`config.mk`:
```
export PLATFORM = sky130hd
export DESIGN_NAME = wav_pcm_stream_decoder
export DESIGN_NICKNAME = d
export VERILOG_FILES = /design/src/rtl/core/wpd_pkg.sv /design/src/rtl/core/wpd_div.sv /design/src/rtl/core/wav_pcm_stream_decoder.sv
export SDC_FILE = /design/constraint.sdc
export NUM_CORES = 1
export LEC_CHECK = 0
export BUFFER_PORTS_ARGS = -buffer_cell sky130_fd_sc_hd__buf_4
export CORE_MARGIN = 10
export CORE_UTILIZATION = 40
export CTS_CLUSTER_DIAMETER = 100
export DETAILED_ROUTE_END_ITERATION = 8
export GPL_ROUTABILITY_DRIVEN = 0
export PLACE_DENSITY_LB_ADDON = 0.08
export SYNTH_ARGS = -nofsm -noshare
export SYNTH_HDL_FRONTEND = slang
export SYNTH_SLANG_ARGS = --single-unit
```
`constraint.sdc`:
```
create_clock -name clk_i -period 10.95 [get_ports clk_i]
set_input_delay 1.095 -clock clk_i [delete_from_list [all_inputs] [get_ports clk_i]]
set_output_delay 1.095 -clock clk_i [all_outputs]
set_load 0.02 [all_outputs]
```
`src/rtl/core/wpd_pkg.sv`:
```
// Package for the WAV PCM stream decoder: RIFF tags, status and result codes,
// and the result layout. No dependencies.
`default_nettype none

package wpd_pkg;

  // Little-endian four-character tags as they assemble from the byte stream
  localparam logic [31:0] TAG_RIFF = 32'h4646_4952;
  localparam logic [31:0] TAG_WAVE = 32'h4556_4157;
  localparam logic [31:0] TAG_DATA = 32'h6174_6164;
  localparam logic [31:0] TAG_FMT  = 32'h2074_6D66;

  // End-of-file status codes
  localparam logic [2:0] ST_OK        = 3'd0;
  localparam logic [2:0] ST_NO_RIFF   = 3'd1;
  localparam logic [2:0] ST_SIZE      = 3'd2;
  localparam logic [2:0] ST_NO_WAVE   = 3'd3;
  localparam logic [2:0] ST_NOT_PCM   = 3'd4;
  localparam logic [2:0] ST_BAD_WIDTH = 3'd5;
  localparam logic [2:0] ST_DATA_EARLY = 3'd6;

  // Result kinds carried on tuser
  localparam logic KIND_SAMPLE = 1'b0;
  localparam logic KIND_REPORT = 1'b1;

  // Result tdata layout
  localparam int unsigned OUT_W     = 88;
  localparam int unsigned OUT_ST_LO = 32;
  localparam int unsigned OUT_BPS_LO = 83;

  // Divider width (block align / channels)
  localparam int unsigned DIV_W = 16;

endpackage

`default_nettype wire

```
`src/rtl/core/wpd_div.sv`:
```
// Restoring divider, one quotient bit per cycle, for block align / channels.
// Depends on wpd_pkg.
`default_nettype none

module wpd_div
  import wpd_pkg::*;
(
  input  wire logic             clk_i,
  input  wire logic             rst_ni,
  input  wire logic             start_i,
  input  wire logic [DIV_W-1:0] dividend_i,
  input  wire logic [DIV_W-1:0] divisor_i,
  output logic                  done_o,
  output logic      [DIV_W-1:0] quot_o
);

  localparam int unsigned CNT_W = $clog2(DIV_W);

  logic                     busy_q;
  logic                     done_q;
  logic [CNT_W-1:0]         cnt_q;
  logic [DIV_W-1:0]         rem_q, rem_d;
  logic [DIV_W-1:0]         quo_q, quo_d;
  logic [DIV_W-1:0]         dvs_q;
  logic [DIV_W:0]           shifted;
  logic [DIV_W-1:0]         trial;

  // One trial subtract per cycle; the difference fits when the compare passes
  always_comb begin
    shifted = {rem_q, quo_q[DIV_W-1]};
    trial   = shifted[DIV_W-1:0] - dvs_q;
    if (shifted >= {1'b0, dvs_q}) begin
      rem_d = trial;
      quo_d = {quo_q[DIV_W-2:0], 1'b1};
    end else begin
      rem_d = shifted[DIV_W-1:0];
      quo_d = {quo_q[DIV_W-2:0], 1'b0};
    end
  end

  always_ff @(posedge clk_i or negedge rst_ni) begin
    if (!rst_ni) begin
      busy_q <= 1'b0;
      done_q <= 1'b0;
      cnt_q  <= '0;
    end else begin
      done_q <= 1'b0;
      if (start_i) begin
        busy_q <= 1'b1;
        cnt_q  <= '0;
      end else if (busy_q) begin
        cnt_q <= cnt_q + CNT_W'(1);
        if (cnt_q == '1) begin
          busy_q <= 1'b0;
          done_q <= 1'b1;
        end
      end
    end
  end

  always_ff @(posedge clk_i) begin
    if (start_i) begin
      rem_q <= '0;
      quo_q <= dividend_i;
      dvs_q <= divisor_i;
    end else if (busy_q) begin
      rem_q <= rem_d;
      quo_q <= quo_d;
    end
  end

  assign done_o = done_q;
  assign quot_o = quo_q;

endmodule

`default_nettype wire

```
`src/rtl/core/wav_pcm_stream_decoder.sv`:
```
// WAV PCM stream decoder top level: byte sequencer, RIFF chunk walker and
// sample formatter. Depends on wpd_pkg and wpd_div.
//
//  channel | dir | tdata                 | tlast        | tuser
//  --------+-----+-----------------------+--------------+-----------------
//  s_axis  | in  | file_byte             | end_of_file  | -
//  m_axis  | out | sample,status,chan,   | last_result  | kind (0 sample,
//          |     | rate,bytes_per_sample |              |  1 report)
//
// Sequence: each file byte is accepted, then takes one processing step. The
// byte that closes a fmt chunk adds a format check and, if that passes, a run
// of the bit-serial divider for block align / channels, a wait for its result
// and a width check. The end-of-file byte adds a report step.
// Reset returns the parser to the RIFF tag phase; it also restarts there after
// every report. A full output register stalls a sample or report step until
// the downstream side takes the pending transaction.
`default_nettype none

module wav_pcm_stream_decoder
  import wpd_pkg::*;
(
  input  wire logic             clk_i,
  input  wire logic             rst_ni,
  // Input bytes
  input  wire logic             s_axis_tvalid,
  output logic                  s_axis_tready,
  input  wire logic [7:0]       s_axis_tdata,   // [7:0] file_byte
  input  wire logic             s_axis_tlast,   // end_of_file
  // Results
  output logic                  m_axis_tvalid,
  input  wire logic             m_axis_tready,
  output logic      [OUT_W-1:0] m_axis_tdata,   // [31:0] sample, [34:32] status,
                                                // [50:35] channels,
                                                // [82:51] sample_rate,
                                                // [85:83] bytes_per_sample,
                                                // [87:86] zero
  output logic                  m_axis_tuser,   // kind
  output logic                  m_axis_tlast    // last_result
);

  // Sequencer states
  localparam logic [2:0] S_IDLE   = 3'd0;
  localparam logic [2:0] S_STEP   = 3'd1;
  localparam logic [2:0] S_FMTEND = 3'd2;
  localparam logic [2:0] S_DIV    = 3'd3;
  localparam logic [2:0] S_DIVEND = 3'd4;
  localparam logic [2:0] S_REPORT = 3'd5;

  // Parse phases
  localparam logic [3:0] PH_RIFF = 4'd0;
  localparam logic [3:0] PH_SIZE = 4'd1;
  localparam logic [3:0] PH_WAVE = 4'd2;
  localparam logic [3:0] PH_HDR  = 4'd3;
  localparam logic [3:0] PH_DATA = 4'd4;
  localparam logic [3:0] PH_FMT  = 4'd5;
  localparam logic [3:0] PH_SKIP = 4'd6;
  localparam logic [3:0] PH_PAD  = 4'd7;
  localparam logic [3:0] PH_DONE = 4'd8;

  localparam logic [32:0] SEEN_MAX  = '1;
  localparam logic [33:0] TOTAL_RST = 34'd8;   // declared size zero plus header

  logic [2:0]       seq_q, seq_d;
  logic [3:0]       phase_q, phase_d;
  logic [2:0]       idx_q, idx_d;
  logic [31:0]      fs_q, fs_d;        // little-endian field being assembled
  logic [33:0]      total_q, total_d;  // declared RIFF size + 8
  logic [32:0]      seen_q, seen_d;
  logic [31:0]      tag_q, tag_d;
  logic [31:0]      left_q, left_d;
  logic [15:0]      chan_q, chan_d;
  logic [31:0]      rate_q, rate_d;
  logic [15:0]      align_q, align_d;
  logic [2:0]       width_q, width_d;
  logic [23:0]      asm_q, asm_d;
  logic [1:0]       cnt_q, cnt_d;
  logic [2:0]       err_q, err_d;
  logic [4:0]       foff_q, foff_d;
  logic [7:0]       byte_q;
  logic             eof_q;
  logic             ovalid_q, ovalid_d;
  logic             okind_q, okind_d;
  logic             olast_q, olast_d;
  logic [OUT_W-1:0] odata_q, odata_d;

  logic             accept;
  logic             out_free;
  logic [31:0]      fs_new;
  logic [31:0]      left_dec;
  logic [31:0]      fit_opnd;
  logic [33:0]      fit_sum;
  logic             fit_over;
  logic             div_start;
  logic             div_done;
  logic [DIV_W-1:0] div_quot;
  logic [31:0]      smp;
  logic [2:0]       status;

  assign accept   = s_axis_tvalid && s_axis_tready;
  assign out_free = !ovalid_q || m_axis_tready;

  // Merge the held byte into the field at the current byte lane
  assign fs_new   = fs_q | ({24'd0, byte_q} << {idx_q[1:0], 3'b000});
  assign left_dec = left_q - 32'd1;

  // Shared fit compare: does seen + operand run past the declared file end?
  // At a nonzero chunk size it checks the chunk; otherwise it checks room for a header.
  always_comb begin
    fit_opnd = 32'd8;
    if (seq_q == S_STEP && phase_q == PH_HDR && idx_q == 3'd7 && fs_new != 32'd0) begin
      fit_opnd = fs_new;
    end
  end
  assign fit_sum  = {1'b0, seen_q} + {2'b00, fit_opnd};
  assign fit_over = fit_sum > total_q;

  // Left-justify the finished sample; 8-bit data is offset binary
  always_comb begin
    unique case (width_q)
      3'd1:    smp = {byte_q ^ 8'h80, 24'd0};
      3'd2:    smp = {byte_q, asm_q[7:0], 16'd0};
      3'd3:    smp = {byte_q, asm_q[15:0], 8'd0};
      default: smp = {byte_q, asm_q[23:0]};
    endcase
  end

  // Report status: a missing RIFF ranks first, then a size mismatch
  always_comb begin
    priority if (err_q == ST_NO_RIFF || phase_q == PH_RIFF) begin
      status = ST_NO_RIFF;
    end else if (phase_q == PH_SIZE || {1'b0, seen_q} != total_q) begin
      status = ST_SIZE;
    end else if (err_q == ST_NO_WAVE || phase_q == PH_WAVE) begin
      status = ST_NO_WAVE;
    end else begin
      status = err_q;
    end
  end

  wpd_div u_div (
    .clk_i      (clk_i),
    .rst_ni     (rst_ni),
    .start_i    (div_start),
    .dividend_i (align_q),
    .divisor_i  (chan_q),
    .done_o     (div_done),
    .quot_o     (div_quot)
  );

  always_comb begin
    seq_d     = seq_q;
    phase_d   = phase_q;
    idx_d     = idx_q;
    fs_d      = fs_q;
    total_d   = total_q;
    seen_d    = seen_q;
    tag_d     = tag_q;
    left_d    = left_q;
    chan_d    = chan_q;
    rate_d    = rate_q;
    align_d   = align_q;
    width_d   = width_q;
    asm_d     = asm_q;
    cnt_d     = cnt_q;
    err_d     = err_q;
    foff_d    = foff_q;
    ovalid_d  = ovalid_q && !m_axis_tready;
    okind_d   = okind_q;
    olast_d   = olast_q;
    odata_d   = odata_q;
    div_start = 1'b0;

    unique case (seq_q)
      S_IDLE: begin
        if (accept) begin
          // Count the byte now; the step sees it as already seen
          if (seen_q != SEEN_MAX) begin
            seen_d = seen_q + 33'd1;
          end
          seq_d = S_STEP;
        end
      end

      S_STEP: begin
        if (!(phase_q == PH_DATA && !out_free)) begin
          seq_d = eof_q ? S_REPORT : S_IDLE;
          unique case (phase_q)
            PH_RIFF, PH_SIZE, PH_WAVE: begin
              fs_d  = fs_new;
              idx_d = idx_q + 3'd1;
              if (idx_q == 3'd3) begin
                idx_d = '0;
                fs_d  = '0;
                if (phase_q == PH_RIFF) begin
                  if (fs_new != TAG_RIFF) begin
                    phase_d = PH_DONE;
                    err_d   = ST_NO_RIFF;
                  end else begin
                    phase_d = PH_SIZE;
                  end
                end else if (phase_q == PH_SIZE) begin
                  total_d = {2'b00, fs_new} + TOTAL_RST;
                  phase_d = PH_WAVE;
                end else if (fs_new != TAG_WAVE) begin
                  phase_d = PH_DONE;
                  err_d   = ST_NO_WAVE;
                end else begin
                  phase_d = fit_over ? PH_DONE : PH_HDR;
                end
              end
            end

            PH_HDR: begin
              fs_d = fs_new;
              if (idx_q == 3'd3) begin
                tag_d = fs_new;
                fs_d  = '0;
                idx_d = 3'd4;
              end else if (idx_q == 3'd7) begin
                left_d = fs_new;
                idx_d  = '0;
                priority if (fs_new != 32'd0 && fit_over) begin
                  // Oversized chunk: stop quietly
                  phase_d = PH_DONE;
                end else if (tag_q == TAG_DATA) begin
                  if (width_q == 3'd0) begin
                    phase_d = PH_DONE;
                    err_d   = ST_DATA_EARLY;
                  end else begin
                    asm_d = '0;
                    cnt_d = '0;
                    if (fs_new == 32'd0) begin
                      fs_d    = '0;
                      phase_d = fit_over ? PH_DONE : PH_HDR;
                    end else begin
                      phase_d = PH_DATA;
                    end
                  end
                end else if (tag_q == TAG_FMT) begin
                  chan_d  = '0;
                  rate_d  = '0;
                  align_d = '0;
                  foff_d  = '0;
                  fs_d    = '0;
                  if (fs_new == 32'd0) begin
                    // Empty fmt has format code zero
                    phase_d = PH_DONE;
                    err_d   = ST_NOT_PCM;
                  end else begin
                    phase_d = PH_FMT;
                  end
                end else if (fs_new == 32'd0) begin
                  fs_d    = '0;
                  phase_d = fit_over ? PH_DONE : PH_HDR;
                end else begin
                  phase_d = PH_SKIP;
                end
              end else begin
                idx_d = idx_q + 3'd1;
              end
            end

            PH_DATA: begin
              left_d = left_dec;
              if ({1'b0, cnt_q} + 3'd1 >= width_q) begin
                ovalid_d = 1'b1;
                okind_d  = KIND_SAMPLE;
                olast_d  = 1'b0;
                odata_d  = {2'b00, width_q, rate_q, chan_q, ST_OK, smp};
                asm_d    = '0;
                cnt_d    = '0;
              end else begin
                unique case (cnt_q)
                  2'd0:    asm_d[7:0]   = byte_q;
                  2'd1:    asm_d[15:8]  = byte_q;
                  default: asm_d[23:16] = byte_q;
                endcase
                cnt_d = cnt_q + 2'd1;
              end
              if (left_dec == 32'd0) begin
                // Odd chunk size: skip one pad byte
                if (fs_q[0]) begin
                  phase_d = PH_PAD;
                end else begin
                  idx_d   = '0;
                  fs_d    = '0;
                  phase_d = fit_over ? PH_DONE : PH_HDR;
                end
              end
            end

            PH_FMT: begin
              unique case (foff_q)
                5'd0:  fs_d[7:0]      = byte_q;
                5'd1:  fs_d[15:8]     = byte_q;
                5'd2:  chan_d[7:0]    = byte_q;
                5'd3:  chan_d[15:8]   = byte_q;
                5'd4:  rate_d[7:0]    = byte_q;
                5'd5:  rate_d[15:8]   = byte_q;
                5'd6:  rate_d[23:16]  = byte_q;
                5'd7:  rate_d[31:24]  = byte_q;
                5'd12: align_d[7:0]   = byte_q;
                5'd13: align_d[15:8]  = byte_q;
                default: ;
              endcase
              if (foff_q != 5'd16) begin
                foff_d = foff_q + 5'd1;
              end
              left_d = left_dec;
              if (left_dec == 32'd0) begin
                seq_d = S_FMTEND;
              end
            end

            PH_SKIP: begin
              left_d = left_dec;
              if (left_dec == 32'd0) begin
                idx_d   = '0;
                fs_d    = '0;
                phase_d = fit_over ? PH_DONE : PH_HDR;
              end
            end

            PH_PAD: begin
              idx_d   = '0;
              fs_d    = '0;
              phase_d = fit_over ? PH_DONE : PH_HDR;
            end

            default: ;
          endcase
        end
      end

      S_FMTEND: begin
        seq_d = eof_q ? S_REPORT : S_IDLE;
        priority if (fs_q[15:0] != 16'd1) begin
          phase_d = PH_DONE;
          err_d   = ST_NOT_PCM;
        end else if (chan_q == 16'd0) begin
          width_d = '0;
          phase_d = PH_DONE;
          err_d   = ST_BAD_WIDTH;
        end else begin
          div_start = 1'b1;
          seq_d     = S_DIV;
        end
      end

      S_DIV: begin
        if (div_done) begin
          seq_d = S_DIVEND;
        end
      end

      S_DIVEND: begin
        seq_d = eof_q ? S_REPORT : S_IDLE;
        if (div_quot >= 16'd1 && div_quot <= 16'd4) begin
          width_d = div_quot[2:0];
          idx_d   = '0;
          fs_d    = '0;
          phase_d = fit_over ? PH_DONE : PH_HDR;
        end else begin
          width_d = '0;
          phase_d = PH_DONE;
          err_d   = ST_BAD_WIDTH;
        end
      end

      S_REPORT: begin
        if (out_free) begin
          ovalid_d = 1'b1;
          okind_d  = KIND_REPORT;
          olast_d  = 1'b1;
          odata_d  = {2'b00, width_q, rate_q, chan_q, status, 32'd0};
          // Restart for the next file
          phase_d  = PH_RIFF;
          idx_d    = '0;
          fs_d     = '0;
          total_d  = TOTAL_RST;
          seen_d   = '0;
          tag_d    = '0;
          left_d   = '0;
          chan_d   = '0;
          rate_d   = '0;
          align_d  = '0;
          width_d  = '0;
          asm_d    = '0;
          cnt_d    = '0;
          err_d    = ST_OK;
          foff_d   = '0;
          seq_d    = S_IDLE;
        end
      end

      default: seq_d = S_IDLE;
    endcase
  end

  always_ff @(posedge clk_i or negedge rst_ni) begin
    if (!rst_ni) begin
      seq_q    <= S_IDLE;
      phase_q  <= PH_RIFF;
      idx_q    <= '0;
      fs_q     <= '0;
      total_q  <= TOTAL_RST;
      seen_q   <= '0;
      tag_q    <= '0;
      left_q   <= '0;
      chan_q   <= '0;
      rate_q   <= '0;
      align_q  <= '0;
      width_q  <= '0;
      asm_q    <= '0;
      cnt_q    <= '0;
      err_q    <= ST_OK;
      foff_q   <= '0;
      ovalid_q <= 1'b0;
    end else begin
      seq_q    <= seq_d;
      phase_q  <= phase_d;
      idx_q    <= idx_d;
      fs_q     <= fs_d;
      total_q  <= total_d;
      seen_q   <= seen_d;
      tag_q    <= tag_d;
      left_q   <= left_d;
      chan_q   <= chan_d;
      rate_q   <= rate_d;
      align_q  <= align_d;
      width_q  <= width_d;
      asm_q    <= asm_d;
      cnt_q    <= cnt_d;
      err_q    <= err_d;
      foff_q   <= foff_d;
      ovalid_q <= ovalid_d;
    end
  end

  // Payload: held input byte and output register
  always_ff @(posedge clk_i) begin
    if (accept) begin
      byte_q <= s_axis_tdata;
      eof_q  <= s_axis_tlast;
    end
    okind_q <= okind_d;
    olast_q <= olast_d;
    odata_q <= odata_d;
  end

  assign s_axis_tready = (seq_q == S_IDLE);
  assign m_axis_tvalid = ovalid_q;
  assign m_axis_tdata  = odata_q;
  assign m_axis_tuser  = okind_q;
  assign m_axis_tlast  = olast_q;

endmodule

`default_nettype wire

```
After elaboration in Yosys (flattened, before gate mapping)
Index checks and enable logic that the tools add are counted.

Add/subtract/negate cells: 10. Order comparisons: 5. Eq/ne operators: 92. Shift-type cells: 1. Muxes and demuxes: 202. Bitwise logic cells: 2. Reduce and logical (&&, ||, !) cells: 59.

Operators with widths (count): $mux 32 (27); $mux 88 (4); $pmux 32 s2 (5); $mux 34 (6); $mux 24 (8); $pmux 32 s3 (2); $mux 16 (11); $pmux 88 s2 (1); $reduce_and 10->1 (13); $pmux 16 s2 (4); $mux 3 (39); $mux 8 (13); $mux 4 (25); $mux 33 (3); $pmux 16 s6 (1); $pmux 24 s2 (2); $pmux 16 s5 (1); $pmux 34 s2 (1); $pmux 33 s2 (1); $logic_not 32->1 (2); $ne 32x31->1 const B (2); $ne 3x2->1 const B (15); $mux 5 (8); $add 33x32->34 (1); other kinds (77) (176).

Flip-flop bits (word level): 427. Output and inout bits: 92.

Logic depth before layout (Yosys ltp)
Gate-level depths: netlist (run 1).

Depth in word-level cells: 17. Depth in mapped cells: 35.

Cells and area by module
A second synthesis (run 1) with hierarchy kept.

Cells, all modules: 2483. Area total of the unflattened synthesis: 24378.4 um2.

Modules (own cells, without submodules): wav_pcm_stream_decoder (instances 1, cells each 2206, area an instance 21405.5 um2, sequential area each 9740.6 um2); wpd_div (instances 1, cells each 277, area an instance 2972.9 um2, sequential area each 1431.4 um2).

Worst setup path after synthesis (run 1)
No wires, ideal clock.

Kind: register to register. From: register idx_q[0]. To: register asm_q[0]. Setup time: 0.125 ns. Data arrival time: 8.304 ns. Slack: 2.521 ns. Stages on the path, launching flop included: 34. Buffers on the path: 4. Cells stage by stage: dfrtp_1 -> clkbuf_1 -> clkbuf_1 -> a31oi_1 -> o211ai_1 -> nor4_1 -> and3_1 -> clkbuf_1 -> nor3_1 -> nand2_1 -> clkbuf_1 -> nor2_1 -> ha_1 -> fa_1 -> a21o_1 -> a21oi_1 -> o21ai_0 -> a31oi_1 -> o31ai_1 -> a221o_1 -> a41o_1 -> o41ai_1 -> xnor2_1 -> ha_1 -> nand4_1 -> nor3_1 -> nand4_1 -> o221ai_1 -> a211oi_1 -> o31ai_1 -> nor2_1 -> o311a_1 -> o211ai_1 -> mux2_2.

Word-level cells in the longest chain between the ends: 10. Elaborated cells on any way between the ends: 15. Classes of those cells: add/sub: 1; order compare: 1; eq/ne: 5; shift: 1; mux: 1; bitwise: 1; reduce/logical: 5.

Ends and longest elaborated chain: start, declared (line wav_pcm_stream_decoder.sv:65) `logic [2:0] idx_q, idx_d;`; start signal, assigned (line wav_pcm_stream_decoder.sv:422) `idx_q <= idx_d;`; $shl 8x5->32 (line wav_pcm_stream_decoder.sv:103) `assign fs_new = fs_q | ({24'd0, byte_q} << {idx_q[1:0], 3'b000});`; $or 32x32->32 (line wav_pcm_stream_decoder.sv:103); $reduce_bool 32->1 (line wav_pcm_stream_decoder.sv:110, wav_pcm_stream_decoder.sv:222); $logic_and 1x1->1 (line wav_pcm_stream_decoder.sv:110) `if (seq_q == S_STEP && phase_q == PH_HDR && idx_q == 3'd7 && fs_new != 32'd0) begin`; $mux 32 (line wav_pcm_stream_decoder.sv:110); $add 33x32->34 (line wav_pcm_stream_decoder.sv:114) `assign fit_sum = {1'b0, seen_q} + {2'b00, fit_opnd};`; $gt 34x34->1 (line wav_pcm_stream_decoder.sv:115) `assign fit_over = fit_sum > total_q;`; $logic_and 1x1->1 (line wav_pcm_stream_decoder.sv:222) `priority if (fs_new != 32'd0 && fit_over) begin`; $ne 3x3->1 (no source line); $reduce_and 10->1 (no source line) *; end signal, assigned (line wav_pcm_stream_decoder.sv:432) `asm_q <= asm_d;`; end, declared (line wav_pcm_stream_decoder.sv:75) `logic [23:0] asm_q, asm_d;`.

Mark *: on every way between the ends. The rest lies on a longest branch, timed or not. A chain may end at the register's enable or synchronous reset.

Worst setup path after layout (run 1)
From: register idx_q[1]. To: register asm_q[13].

Same word-level chain as after synthesis.

==> summary.md, run 1 <==
| Metric | Value |
|---|---|
| Maximum clock path buffer count | 3 |
| Total Wirelength | 73700 um |
| Core area | 59000 um^2 |
| Largest net degree at the start of global routing | 171 |
| Cell area after synthesis | 23900 um^2 |
| Min-Delay Path Depth | 0 |
| Worst-path fanout max | 29 |
| FFs w/ async S/R, synth | 0.660 |
| Max-slew violation count | 0 |
| Root Driver | clkbuf_16 |
| DR iter-0 viols | 1660 |
| CP required | 11.44 ns |
| Inserted Clock Buffers | 49 |
| R2r setup slk | 0.75 ns |
| DIE HEIGHT | 264 um |
| Post-DR wirelength/cell | 21.9 um |
| Post-Place Cell Area | 25600 um^2 |
| RSZ-0062 raised after global routing | no |
| R2R depth | 29 |
| IO Port Bufs | 102 |
| Global-route wire length before repair | 115000 um |
| Critical path type | reg2reg |
| Via density | 5.74 |
| Setup Fix Bufs, Post-CTS | 0 |
| Min-Delay Endpoint | m_axis_tdata[69] |
| Worst r2r src | idx_q[1] |
| Post-synth top flop | dfrtp_1 |
| Clock Latency Late Sink | 0.61 ns |
| Cells after DPL | 3275 |
| # DRC | 0 |
| Initial Util | 0.404 |
| Arrival @ worst endpoint | 10.69 ns |
| Non-Filler Instances | 3364 |
| Ant diodes | 0 |
| Vias post-DR | 19300 |
| Power Dens Cells | 223 nW/um^2 |
| Post-synth EDFFs | 128 |
| CP peak stage delay | 0.81 ns |
| Site row count | 89 |
| Setup Skew | 0.0351 ns |
| Syn-to-layout area delta | 13.9% |
| Maximum vdd drop | 0.123 mV |
| Cts hold-fix bufs | 0 |
| # clock sinks | 424 |
| Min Hold Slack | 0.443 ns |
| MaxCap Viol Count | 0 |
| Fin crit period | 10.20 ns |
| Final setup fails | 0 |
| Startpoint types | flop |
| H-tree level count | 2 |
| Pre-CTS setup slack | 0.975 ns |
| Top cell type's share of synthesized area | 0.292 |
| Post-CTS resize count | 0 |
| Antenna violations before repair | 0 |
| I/O Pins | 105 |
| Setup TNS | 0 ns |
| Seq cells post-synth | 424 |
| Detail Route Antenna Nets | 0 |
| Final HPWL from detailed placement | 53400 um |
| Share of layout cells above drive strength 1 | 0.145 |
| WP buf/inv | 1 |
| Worst Max-Slew Pin Slew | 1.20 ns |
| RR Endpoint | asm_q[13] |
| Synth cell types | 88 |
| Nets | 2669 |
| Slowest CP cell | o31ai_1 |
| Avg Cell Area, Syn | 9.67 um^2 |
| Lkg Pwr | 11.7 nW |
| Hold WC Path Type | reg2reg |
| Largest area contributor in the netlist | dfrtp_1 |
| Fmax | 0.0980 GHz |
| Vias in the first global route | 18800 |
| Register area share after synthesis | 0.468 |
| Count leader, synth | dfrtp_1 |
| Fin crit share | 0.932 |
| Clock-pin slew on the worst setup and hold paths | 0.06 ns |
| Ys Warns | 0 |
| Total iterations of the first detailed-routing run | 5 |
| Crit. End Element | flop |
| Top post-synthesis cells by count | dfrtp_1, nand2_1, nor2_1, o21ai_0, a21oi_1 |
| Top post-synthesis cells by area | dfrtp_1, edfxtp_1, mux2_2 |
| Overflow after GRT | 0 |
| CTS tree | yes |
| HP Start | rate_q[18] |
| CP delay by family, top | compound AO/OA/AOI/OAI gates |
| Die area | 69900 um^2 |
| Status | complete, no violations |
| Final hold vios | 0 |
| Max transition margin | 0.200 |
| Total GRT Usage | 0.206 |
| Design area | 27200 um^2 |
| Mapped Cells | 2468 |
| Worst setup margin | 0.748 ns |
| Chip width | 264 um |
-- registers in the layout, summed over array words and instances (netlist names), 8 cells and up --
name and flops:
m_axis_tdata 86, seen_q 33, total_q 33, fs_q 32, left_q 32, rate_q 32
tag_q 32, asm_q 24, align_q 16, chan_q 16, u_div.dvs_q 16, u_div.quot_o 16
u_div.rem_q 16, byte_q 8
-- worst register-to-register path, delay by kind of cell (launching register included) --
| kind | cells | cell delay (ns) |
|---|---|---|
| compound gates | 14 | 5.10 |
| xor+xnor | 1 | 0.14 |
| fa+ha+maj | 2 | 0.61 |
| buf+inv | 1 | 0.26 |
| flops | 1 | 0.77 |
| mux | 1 | 0.41 |
| simple gates | 10 | 2.78 |
-- cells by family after synthesis --
family                     synth area share
and+or+nand+nor                       0.178
other                              0.000157
adders and majority gates            0.0546
AOI/OAI and AO/OA                     0.154
buffers and inverters                0.0358
muxes                                0.0608
DFF                                   0.468
xor gates and xnor gates             0.0484
-- cells in the final DEF, fill, tap and decap left out, types with 58 or more instances in the layout --
| cell type | netlist | final |
|---|---|---|
| xnor2_1 | 58 | 58 |
| buf_4 | 3 | 151 |
| nor2_1 | 239 | 236 |
| edfxtp_1 | 128 | 128 |
| inv_1 | 99 | 99 |
| nand2_1 | 257 | 257 |
| a21oi_1 | 140 | 140 |
| nor3_1 | 61 | 60 |
| dfrtp_1 | 279 | 279 |
| o21ai_0 | 179 | 179 |
| xor2_1 | 74 | 74 |
| ha_1 | 101 | 101 |
| mux2_2 | 113 | 113 |
-- how the worst max path moves through the flow --
| stage | start | to | slack, ns | cells past startpoint |
|---|---|---|---|---|
| floorplan | idx_q[0] | asm_q[0] | 2.52 | 33 |
| global route | idx_q[1] | asm_q[8] | 0.12 | 29 |
| CTS | idx_q[1] | asm_q[12] | 0.91 | 29 |
| global placement | idx_q[1] | asm_q[14] | 1.19 | 29 |
| detailed placement | idx_q[1] | asm_q[12] | 0.98 | 29 |
| finish | idx_q[1] | asm_q[13] | 0.75 | 29 |
-- metrics by stage --
stage / power [mW] / utilization
global route: 6.38 / 0.461
global placement: 4.37 / 0.433
detailed placement: 4.40 / 0.433
finish: 6.05 / 0.461
floorplan: 3.55 / -
CTS: 6.08 / 0.461
-- area by class of cell --
class / instances / area (um^2)
Clock buffer: 66 / 1350
Timing Repair Buffer: 153 / 1170
Fill cell: 5657 / 31800
Multi-Input combinational cell: 1825 / 11900
Sequential cell: 424 / 11200
Inverter: 100 / 375
Tap cell: 773 / 967
Clock inverter: 23 / 278
-- report_power, final --
part | total, mW | switching (mW) | internal [mW]
logic | 2.20 | 1.45 | 0.748
clock network | 1.66 | 0.694 | 0.965
registers | 2.20 | 0.269 | 1.93
-- layer usage --
layer | global-route usage | part of all wire
met3 | 0.0256 | 0.044
met1 | 0.285 | 0.47
met4 | 0.0567 | 0.024
met5 | 0 | 0
met2 | 0.334 | 0.47
(Power assumes the default switching activity.)
==> run 2, diff against run 1 <==
--- a/config.mk
+++ b/config.mk
@@ -5,13 +5,14 @@
 export SDC_FILE = /design/constraint.sdc
 export NUM_CORES = 1
 export LEC_CHECK = 0
-export BUFFER_PORTS_ARGS = -buffer_cell sky130_fd_sc_hd__buf_4
+export BUFFER_PORTS_ARGS = -buffer_cell sky130_fd_sc_hd__buf_2
 export CORE_MARGIN = 10
 export CORE_UTILIZATION = 40
 export CTS_CLUSTER_DIAMETER = 100
 export DETAILED_ROUTE_END_ITERATION = 8
 export GPL_ROUTABILITY_DRIVEN = 0
 export PLACE_DENSITY_LB_ADDON = 0.08
+export SETUP_SLACK_MARGIN = 0.5
 export SYNTH_ARGS = -nofsm -noshare
 export SYNTH_HDL_FRONTEND = slang
 export SYNTH_SLANG_ARGS = --single-unit
==> summary.md, run 2 (synthesis results as in run 1) <==
| Metric | Value |
|---|---|
| Post-DR wirelength/cell | 21.6 um |
| Vias in the first global route | 18500 |
| Die area | 69900 um^2 |
| I/O Pins | 105 |
| HP Start | rate_q[29] |
| CP required | 11.46 ns |
| Chip width | 264 um |
| Worst Max-Slew Pin Slew | 1.16 ns |
| Total Wirelength | 72800 um |
| Site row count | 89 |
| Share of layout cells above drive strength 1 | 0.146 |
| Switching share of power | 0.402 |
| Startpoint types | flop |
| Min-Delay Path Depth | 0 |
| Clk pwr share | 0.269 |
| Ant diodes | 0 |
| Final hold vios | 0 |
| MaxCap Viol Count | 0 |
| Largest net degree at the start of global routing | 167 |
| Net Switching | 2.38 mW |
| Total Power | 5.93 mW |
| Maximum clock path buffer count | 3 |
| R2R depth | 29 |
| Min-Delay Endpoint | m_axis_tdata[80] |
| Max transition margin | 0.219 |
| Worst-path fanout max | 30 |
| Inserted Clock Buffers | 47 |
| Most common cell after layout, fill and taps aside | dfrtp_1 |
| Total GRT Usage | 0.204 |
| Final setup fails | 0 |
| Arrival @ worst endpoint | 10.19 ns |
| Fmax | 0.103 GHz |
| Maximum vdd drop | 0.133 mV |
| Root Driver | clkbuf_16 |
| Critical path type | reg2reg |
| DIE HEIGHT | 264 um |
| Hold WC Path Type | reg2reg |
| Max reg flops | 86 |
| RR Endpoint | fs_q[5] |
| CTS tree | yes |
| Clock-pin slew on the worst setup and hold paths | 0.06 ns |
| Most frequent cells in the layout | dfrtp_1, nand2_1, nor2_1, o21ai_0, a21oi_1 |
| Lkg Pwr | 11.6 nW |
| Syn-to-layout area delta | 12.7% |
| Global-route wire length before repair | 113000 um |
| Fin crit period | 9.68 ns |
| Fin crit share | 0.884 |
| Clock Latency Late Sink | 0.62 ns |
| Antenna violations before repair | 1 |
| Part of the power in registers | 0.369 |
| DR iter-0 viols | 1507 |
| # clock sinks | 424 |
| Max-slew violation count | 0 |
| Crit. End Element | flop |
| Power Dens Cells | 220 nW/um^2 |
| Initial Util | 0.404 |
| Via density | 5.69 |
| IO Port Bufs | 102 |
| Setup TNS | 0 ns |
| Vias post-DR | 19200 |
| Detail Route Antenna Nets | 0 |
| # DRC | 0 |
| R2r setup slk | 1.27 ns |
| CP most frequent cell | o21ai_0 |
| Total iterations of the first detailed-routing run | 6 |
| CP peak stage delay | 0.72 ns |
| Slowest CP cell | a21oi_1 |
| Status | complete, no violations |
| Combinational Power Share | 0.362 |
| Core area | 59000 um^2 |
| Setup Skew | 0.0344 ns |
| Worst r2r src | idx_q[0] |
| RSZ-0062 raised after global routing | no |
| Internal | 3.55 mW |
| Overflow after GRT | 0 |
| Final HPWL from detailed placement | 53100 um |
| Nets | 2671 |
| H-tree level count | 2 |
-- run 2: worst max path at each step --
stage,depth (start not counted),startpoint,to,slack [ns]
CTS,30,idx_q[0],asm_q[14],0.81
floorplan,33,idx_q[0],asm_q[0],2.52
finish,29,idx_q[0],fs_q[5],1.27
global placement,30,idx_q[0],asm_q[14],1.10
detailed placement,30,idx_q[0],asm_q[14],0.89
global route,31,idx_q[0],asm_q[5],0.57
-- run 2: area by class of cell --
type                    instances  area, um^2
multi-input cells            1825       11900
clock buffers                  70        1350
repair buffers                157         946
fillers                      5729       32100
clock inverters                18         206
inverters                     100         375
flip-flops and latches        424       11200
well taps                     773         967
-- run 2: timing repair --
action | in CTS | in global routing
hold buffers | 0 | 0
endpoints found under the setup margin | 0 | 55
buffers inserted | 0 | 2
resized for setup | 0 | 1
-- run 2: per-layer routing --
metal | part of all wire | global-route usage | vias up
met4 | 0.026 | 0.0570 | 0
met1 | 0.47 | 0.283 | 9455
li1 | - | - | 9108
met3 | 0.049 | 0.0304 | 109
met2 | 0.46 | 0.324 | 503
met5 | 0 | 0 | -
-- run 2: power groups by stage --
stage | clock network [mW] | logic [mW] | registers, mW
4_1_cts | 1.64 | 2.14 | 2.19
3_5_place_dp | 0 | 2.12 | 2.22
2_1_floorplan | 0 | 1.33 | 2.22
5_1_grt | 1.70 | 2.34 | 2.23
6_report | 1.59 | 2.15 | 2.19
3_3_place_gp | 0 | 2.11 | 2.21
-- run 2: critical path, delay by kind of cell, from the launching register on --
family | cells | cell delay, ns
buf+inv | 1 | 0.31
simple gates | 7 | 1.52
flops | 1 | 0.68
compound gates | 18 | 6.21
fa+ha+maj | 3 | 0.84
-- run 2: per-stage QoR --
| step | hold slack [ns] | util | instances | setup slack (ns) | cell area, um^2 |
|---|---|---|---|---|---|
| floorplan | 0.419 | - | 2469 | 2.52 | 23900 |
| global placement | 0.428 | 0.429 | 3277 | 1.10 | 25300 |
| detailed placement | 0.429 | 0.429 | 3277 | 0.887 | 25300 |
| CTS | 0.443 | 0.455 | 3365 | 0.813 | 26900 |
| global route | 0.452 | 0.456 | 3367 | 0.574 | 26900 |
| finish | 0.443 | 0.456 | 3367 | 1.27 | 26900 |
